[config.mk]
export PLATFORM = sky130hd
export DESIGN_NAME = gfm_reduce
export DESIGN_NICKNAME = d
export VERILOG_FILES = /design/src/gfm_pkg.sv /design/src/gfm_reduce.sv
export SDC_FILE = /design/constraint.sdc
export NUM_CORES = 1
export LEC_CHECK = 0
export BUFFER_PORTS_ARGS = -buffer_cell sky130_fd_sc_hd__buf_4
export CAP_MARGIN = 20
export CORE_AREA = 2 2 303 305
export DETAILED_ROUTE_END_ITERATION = 12
export DIE_AREA = 0 0 305 307
export GPL_ROUTABILITY_DRIVEN = 1
export PLACE_DENSITY = 0.3
export SLEW_MARGIN = 20
export SYNTH_ARGS = -nofsm -noshare
export SYNTH_HDL_FRONTEND = slang
export SYNTH_SLANG_ARGS = --single-unit
[constraint.sdc]
create_clock -name vclk -period 1.94
set_input_delay 0.194 -clock vclk [all_inputs]
set_output_delay 0.194 -clock vclk [all_outputs]
set_load 0.005 [all_outputs]
[src/gfm_pkg.sv]
`default_nettype none
package gfm_pkg;

	localparam int WORD_W    = 64;
	localparam int NUM_WORDS = 4;
	localparam int FIELD_W   = WORD_W * NUM_WORDS;
	localparam int PROD_W    = 2 * FIELD_W;
	// x^256 + x^10 + x^5 + x^2 + 1, low taps only
	localparam int TAP_HI    = 10;
	localparam int TAP_MID   = 5;
	localparam int TAP_LO    = 2;

	typedef logic [WORD_W-1:0]  word_t;
	typedef logic [FIELD_W-1:0] field_t;
	typedef logic [PROD_W-1:0]  prod_t;

	typedef enum logic [1:0] {
		OP_MUL = 2'd0,
		OP_MAC = 2'd1,
		OP_SQR = 2'd2
	} opcode_t;

endpackage
`default_nettype wire

[src/gfm_reduce.sv]
`default_nettype none
module gfm_reduce (
	input  wire gfm_pkg::prod_t p,
	output gfm_pkg::field_t     r
);
	import gfm_pkg::*;

	localparam int G_W    = FIELD_W + TAP_HI;
	localparam int FOLD_W = 2 * TAP_HI;

	logic [G_W-1:0]    h_ext;
	logic [G_W-1:0]    g;
	logic [TAP_HI-1:0] top;
	logic [FOLD_W-1:0] top_ext;
	logic [FOLD_W-1:0] fold;

	always_comb begin
		h_ext   = {{TAP_HI{1'b0}}, p[PROD_W-1:FIELD_W]};
		g       = (h_ext << TAP_HI) ^ (h_ext << TAP_MID) ^ (h_ext << TAP_LO);
		// bits 256..265 of g wrap around once more
		top     = g[G_W-1:FIELD_W];
		top_ext = {{TAP_HI{1'b0}}, top};
		fold    = top_ext ^ (top_ext << TAP_HI) ^ (top_ext << TAP_MID) ^ (top_ext << TAP_LO);
		r       = p[FIELD_W-1:0] ^ p[PROD_W-1:FIELD_W] ^ g[FIELD_W-1:0]
		          ^ {{(FIELD_W-FOLD_W){1'b0}}, fold};
	end

endmodule
`default_nettype wire

# ---- Word level (Yosys, flattened, before mapping)
# Index checks and enable logic that the tools add are counted.
# Widths: inputs -> output; s select.
dict set report classes {
  bitwise 8
}
# operator count
set op_table {}
lappend op_table {{$xor 256x256->256} 2}
lappend op_table {{$xor 266x258->266} 1}
lappend op_table {{$xor 266x261->266} 1}
lappend op_table {{$xor 256x20->256} 1}
lappend op_table {{$xor 10x20->20} 1}
lappend op_table {{$xor 20x12->20} 1}
lappend op_table {{$xor 20x15->20} 1}
dict set report word_totals {
  ff_bits 0
  in_bits 512
  output_inout_bits 256
  word_cells 8
}

# ---- Depth between registers and ports, before layout
# Gate-level depths: netlist (run 1).
dict set report logic_depth {
  depth_word 6
  ltp_mapped 4
}

# ---- Worst setup path before layout (run 1)
# Ideal clock, no wire load.
dict set report synth_timing {
  path_type {input to output}
  from {input port p[509]}
  to {output port r[4]}
  t_arrival_ns 0.923
  required_time_ns 1.746
  slack_ns 0.823
  cell_stages 4
  n_path_buf 1
  path_cell_list {buf_2 xnor2_1 xor2_1 xnor2_1}
}
dict set report synth_via {
  elab_chain_cells 4
}
# item line
set synth_rtl {}
lappend synth_rtl {{start, declared} gfm_reduce.sv:3} ;# input wire gfm_pkg::prod_t p,
lappend synth_rtl {{$xor 266x261->266} gfm_reduce.sv:19} ;# g = (h_ext << TAP_HI) ^ (h_ext << TAP_MID) ^ (h_ext << TAP_LO);
lappend synth_rtl {{$xor 266x258->266} gfm_reduce.sv:19}
lappend synth_rtl {{$xor 20x12->20} gfm_reduce.sv:23} ;# fold = top_ext ^ (top_ext << TAP_HI) ^ (top_ext << TAP_MID) ^ (top_ext << TAP_LO);
lappend synth_rtl {{$xor 256x20->256} gfm_reduce.sv:25} ;# ^ {{(FIELD_W-FOLD_W){1'b0}}, fold};
lappend synth_rtl {{end, declared} gfm_reduce.sv:4} ;# output gfm_pkg::field_t r
# No other way between the ends.

# ---- Final worst setup path (run 1)
dict set report layout_timing {
  from {input port p[265]}
  to {output port r[11]}
}
dict set report layout_via {
  elab_chain_cells 3
}
# item line
set layout_rtl {}
lappend layout_rtl {{$xor 266x258->266} gfm_reduce.sv:19}
lappend layout_rtl {{$xor 256x256->256} gfm_reduce.sv:24} ;# r = p[FIELD_W-1:0] ^ p[PROD_W-1:FIELD_W] ^ g[FIELD_W-1:0]
lappend layout_rtl {{$xor 256x20->256} gfm_reduce.sv:25}
# No other way between the ends.

==> metrics, run 1 <==
status finished, final reports clean; final hold slack 0.657 ns; Crit path max-delay family XOR/XNOR gates; worst hold path class in2out; DRC viols 0; largest net degree at the start of global routing 6; Critical Path RT 1.75 ns; synth top area cells xnor2_1 (97%), xor2_1 (1.8%), clkbuf_1 (0.84%), xor2_4 (0.34%), xnor3_1 (0.28%); largest area contributor in the netlist xnor2_1; drt first-iter violations 359; Die Span Y 307 um; Setup TNS 0 ns; Seq/Total Area, Yosys 0; cell row count 111; Clk pwr share 0; dpl hpwl 57100 um; setup bufs post-CTS 0; Max Clock Freq 590 MHz; vias in the first global route 9715; switch share 0.440; CP Capture Type output port; RSZ-0062 raised after global routing no; DIE AREA 93600 um2; GRT Util Overall 0.120; final instance area 15400 um2; hold buffer count at cts 0; Core Region 90700 um2; Slew headroom 0.565; Post-CTS Resized 0; CP Cell Sequence buf_4 -> xor2_1 -> buf_4 -> xnor2_1 -> xor2_1 -> buf_4; number of instances in the placed design 2888; count of endpoints failing setup in the final report 0; initial antenna violation count 13; Seq Cell Count 0; Storage cell area 0 um2; Slew @ Worst Pin 0.648 ns; Max-cap violations 0; top-area cell type share of the netlist area 0.966; drt via density 3.06; Pwr Total ~7.9 mW; CP bufs+invs 3; I/O Buffers between 700 and 800; Pre-antenna DRT Iters 4; Synth cell types 6; average routed wire per standard cell 20.6 um; Hold Vio Cnt, Final 0; maximum vdd ir drop 0.163 mV; Vias 8854; Post-Route Utilization 0.170; pwr dens 511 nW/um2; crit path time final 1.69 ns; CP max FO 3; Initial Util 0.0892; arrival time worst endpoint 1.50 ns; Post-Place Setup Slack approximately 0.087 ns; Final Cycle Share 0.873; Power Internal between 4 and 5 mW; Congestion Overflow GR 0; Total Routed Length 59700 um; first-pass GRT wire length ~79000 um; Post-Syn Area 8090 um2; worst setup margin 0.246 ns; CP max stage cell xnor2_1; Synth-to-Final Area Change 91.0%; Yosys warning count 0; Final #Nets between 2000 and 2500; GPL Wtd Cong 0.952; power share of the sequential group 0; I/O Pins 768; Avg Inst Size Synth 8.69 um2; CLK BUF 0; post-route antenna net violation count 0; layout cell share with drive strength beyond 1 0.465; startpoint type of the worst setup path primary input; Syn Inst Count 931; final slew viol count 0; Post-DP Area 15400 um2; logic gate share of total power 1.000; Mapped Nets 1443; P_leak approximately 5.7 nW; die width 305 um; Worst path most repeated cell buf_4; Worst path max stage delay 0.52 ns; Layout Cells excl Fill roughly 2900; crit path kind in2out; Net Switching 3.48 mW
path summary, 6_finish.rpt:
kind,startpoint,endpoint,slack (ns),depth (start not counted)
min,p[255],r[255],0.66,3
max,p[265],r[11],0.25,6
placed cells by master, fill, tap and decap left out, drive strengths merged:
master	count
buf	791
diode	6
xnor2	892
xnor3	1
xor2	18
Yosys cell counts:
cell,instances
clkbuf_1,18
xor2_1,17
buf_2,2
xnor2_1,892
xor2_4,1
xnor3_1,1
power groups by stage:
| stage | clock network [mW] | registers [mW] | logic (mW) |
|---|---|---|---|
| global placement | 0 | 0 | 8.12 |
| CTS | 0 | 0 | 8.09 |
| global route | 0.000000345 | 0 | 8.47 |
| floorplan | 0 | 0 | 3.48 |
| detailed placement | 0 | 0 | 8.05 |
| finish | 0.000000415 | 0 | 7.90 |
cells by family (layout without fill, tap and decap cells):
group,Yosys count,in the layout,share of synthesized area
xor+xnor,911,911,0.990
buf+inv,20,791,0.00959
other cells,0,6,0
tightest hold or removal path, delay by kind of cell:
| family | cells | cell delay (ns) |
|---|---|---|
| xor gates and xnor gates | 1 | 0.06 |
| buffers and inverters | 2 | 0.21 |
area by class of cell:
class | count | area, um2
diodes | 6 | 15.0
multi-input cells | 911 | 8010
repair buffers | 791 | 5940
fillers | 10400 | 75200
well taps | 1186 | 1480
layer usage:
metal,global-route usage,vias to the layer above,wire [um]
li1,-,4332,-
met1,0.150,4104,24800
met2,0.212,362,30000
met3,0.0243,46,3730
met4,0.0197,10,1050
met5,0,-,55
No activity file was read; power rests on OpenSTA's default activity.
==> run 2, diff against run 1 <==
Settings changed: ABC_AREA set to 1, CORE_AREA 2 2 303 305 to 2 2 302 304, DIE_AREA 0 0 305 307 to 0 0 304 306, PLACE_DENSITY 0.3 to 0.38, REMOVE_ABC_BUFFERS set to 1.
==> metrics, run 2 <==
Core Region 89600 um2; pwr dens 333 nW/um2; most common cell after layout, fill and taps aside nand2_1; Post-Syn Area around 14000 um2; Initial Util 0.159; CLK BUF 0; worst hold path class in2out; Avg Inst Size Synth 5.20 um2; status finished, final reports clean; startpoint type of the worst setup path primary input; synth top area cells nand2_1 (28%), xnor2_1 (24%), inv_1 (13%), xor2_1 (9.6%), nand3_1 (9.1%); largest net degree at the start of global routing 11; post-route antenna net violation count 0; crit path kind in2out; maximum vdd ir drop 0.134 mV; DRC viols 0; CP max FO 6; crit path time final between 1 and 1.5 ns; layout cell share with drive strength beyond 1 0.231; DIE AREA slightly above 90000 um2; GPL Wtd Cong 0.854; Syn Inst Count between 2000 and 3000; Seq Cell Count 0; die width 304 um; setup bufs post-CTS 0; Storage cell area 0 um2; vias in the first global route 16100; Critical Path RT roughly 1.8 ns; Max Clock Freq 722 MHz; I/O Buffers 768; Seq/Total Area, Yosys 0; most frequent cells in the layout nand2_1 (1064), buf_4 (770), inv_1 (479); Die Span Y between 300 and 400 um; Slew headroom 0.666; RSZ-0062 raised after global routing no; Slew @ Worst Pin 0.497 ns; first-pass GRT wire length 108000 um; top-area cell type share of the netlist area 0.281; CP Capture Type output port; GRT Util Overall 0.157; P_leak 12.3 nW; count of endpoints failing setup in the final report 0; Pre-antenna DRT Iters 7; Post-CTS Resized 0; Vias 16800; Layout Cells excl Fill 4552; Max-cap violations 0; Congestion Overflow GR 0; final slew viol count 0; Hold Vio Cnt, Final 0; Yosys warning count 0; dpl hpwl between 70000 and 80000 um; Final Cycle Share 0.714; Setup TNS 0 ns; drt first-iter violations 727; Synth top cells by count nand2_1 (1064), inv_1 (479), xnor2_1 (390); Final #Nets 3884; initial antenna violation count 19; average routed wire per standard cell 16.7 um; I/O Pins 768; largest area contributor in the netlist nand2_1; final hold slack ~0.76 ns; arrival time worst endpoint 1.19 ns; Synth cell types 16; Total Routed Length ~76000 um; top-count cell post-synth nand2_1; drt via density 3.69; Synth-to-Final Area Change 45.8%; filler instances roughly 10000; hold buffer count at cts 0; number of instances in the placed design between 4000 and 5000; cell row count 110
[run 2: cell type report]
type                            instances  area [um2]  area share
Tap cell                             1176        1470      0.0709
Inverter                              479        1800      0.0866
Antenna cell                            6        15.0    0.000724
Timing Repair Buffer                  770        5780       0.279
Multi-Input combinational cell       2121       11700       0.563
[run 2: cell families (layout without fill, tap and decap cells)]
family | count (synthesis) | count (layout) | share of synthesized area
compound gates | 1 | 1 | 0.000351
xor+xnor | 550 | 550 | 0.341
buf+inv | 614 | 1249 | 0.179
other cells | 0 | 6 | 0
simple gates | 1570 | 1570 | 0.480
[run 2: final timing paths]
| path | depth (start not counted) | to | start | slack [ns] |
|---|---|---|---|---|
| min | 5 | r[11] | p[11] | 0.76 |
| max | 8 | r[0] | p[502] | 0.56 |
[run 2: power by group]
| group | internal (mW) | switching, mW |
|---|---|---|
| sequential | 0 | 0 |
| clock | 0.000000415 | 0 |
| combinational | 3.39 | 3.52 |
[run 2: routing by layer]
| layer | share of wire | GRT usage |
|---|---|---|
| met1 | 0.40 | 0.177 |
| met2 | 0.50 | 0.295 |
| met3 | 0.089 | 0.0547 |
| met4 | 0.0072 | 0.00683 |
| met5 | 0.0021 | 0 |
[run 2: worst max-delay path, stage by stage]
cell and delay (ns):
buf_4 0.16, inv_1 0.10, nand2_1 0.07, nand2_1 0.06
nand2_1 0.07, nand2_1 0.14, xor2_1 0.19, buf_4 0.20
[run 2: per-stage QoR]
step                      instance area [um2]  setup WS (ns)  utilization  power [mW]
after global routing                    20700          0.417        0.231        7.77
after global placement                  20700          0.462        0.231        7.02
after floorplan                         13500           1.03            -        3.27
after CTS                               20700          0.475        0.231        7.06
after detailed placement                20700          0.480        0.231        7.03
final                                   20800          0.556        0.232        6.91
==> run 3, diff against run 2 <==
Settings changed: CORE_AREA 2 2 302 304 to 2 2 295 297, DIE_AREA 0 0 304 306 to 0 0 297 299, PLACE_DENSITY 0.38 to 0.4.
Clock period 1.94 ns to 1.2 ns, I/O delays scaled along.
==> metrics, run 3 (synthesis results as in run 2) <==
final slew viol count 0; crit path kind in2out; Max Clock Freq 874 MHz; drt via density 3.73; largest net degree at the start of global routing 11; filler instances 9963; DRC viols 0; most common cell after layout, fill and taps aside nand2_1; Slew headroom 0.782; final instance area 21100 um2; vias in the first global route approximately 16000; CP Capture Type output port; RSZ-0062 raised after global routing yes; layout cell share with drive strength beyond 1 0.244; Hold Startpoint p[10]; Seq Cell Count 0; worst hold path class in2out; Max-cap violations 0; average routed wire per standard cell about 17 um; drt first-iter violations 625; cell row count 108; Die Span Y 299 um; count of endpoints failing setup in the final report 0; Congestion Overflow GR 0; status finished, final reports clean; Post-Place Setup Slack -0.0719 ns; hold buffer count at cts 0; I/O Buffers 768; dpl hpwl about 70000 um; Final Cycle Share 0.953; arrival time worst endpoint 1.02 ns; initial antenna violation count 20; startpoint type of the worst setup path primary input; Total Routed Length 75700 um; CP max FO 2; DIE AREA 88800 um2; final hold slack 0.612 ns; Synth-to-Final Area Change 48.6%; first-pass GRT wire length 107000 um; crit path time final 1.14 ns; Initial Util 0.166; worst setup margin 0.0559 ns; Storage cell area 0 um2; GRT Util Overall 0.162; most frequent cells in the layout nand2_1 (1058), buf_4 (791), inv_1 (479); pwr dens 537 nW/um2; Final #Nets 3913; Hold Vio Cnt, Final 0; I/O Pins 768; Post-DP Area around 21000 um2; CLK BUF 0; Vias roughly 17000; GPL Wtd Cong roughly 0.9; Layout Cells excl Fill 4558; Hold Path Stages 5; footprint of the multi-input gates 11800 um2; Pre-antenna DRT Iters 7; post-route antenna net violation count 0; hold endpoint r[10]; Core Region about 86000 um2; P_leak 12.5 nW; number of instances in the placed design 4556; die width 297 um; maximum vdd ir drop about 0.19 mV; Pwr Total approximately 11 mW; Critical Path RT 1.08 ns; Slew @ Worst Pin 0.324 ns
-- run 3: changes by cell type in the layout (fill, tap and decap cells not counted), sizes merged --
cell / delta
buf: +29
diode: -2
-- run 3: routing by layer --
metal	wire length (um)	track usage	part of all wire	up-vias
met5	188	0	0.0025	-
li1	-	-	-	9209
met1	30200	0.183	0.40	7270
met2	38200	0.304	0.51	458
met4	386	0.00673	0.0051	28
met3	6660	0.0576	0.088	43
-- run 3: how the worst max path moves through the flow --
stage,startpoint,to,slack (ns),cells past startpoint
final,p[381],r[127],0.06,8
after global routing,p[503],r[3],-0.04,9
after CTS,p[503],r[3],0.003,9
after detailed placement,p[381],r[127],-0.07,8
after global placement,p[381],r[127],-0.09,8
after floorplan,p[257],r[6],0.43,4
-- run 3: area by class of cell --
| type | instances | share of cell area |
|---|---|---|
| multi-input combinational | 2121 | 0.560 |
| timing repair buffer | 799 | 0.286 |
| tap | 1155 | 0.0684 |
| inverter | 479 | 0.0850 |
| antenna | 4 | 0.000473 |
-- run 3: worst max-delay path: stages --
cell and delay [ns]:
buf_4 0.09, inv_1 0.07, buf_12 0.14, or2_1 0.23, nand2_1 0.06, nand2_1 0.06
nand2_2 0.13, buf_4 0.13
-- run 3: stage by stage --
step | TNS [ns] | utilization
final | 0 | 0.246
after global routing | -0.0890 | 0.246
after CTS | 0 | 0.244
after detailed placement | -0.0977 | 0.244
after global placement | -0.120 | 0.244
after floorplan | 0 | -
-- run 3: timing repair --
item                       in CTS  in global routing
gates resized for setup         3                 28
buffers inserted                0                  0
setup endpoints to repair       2                 19
pin swaps                       0                  6
-- run 3: power breakdown --
part | internal, mW | switching, mW
Sequential | 0 | 0
Clock | 0.000000447 | 0
Combinational | 5.62 | 5.74
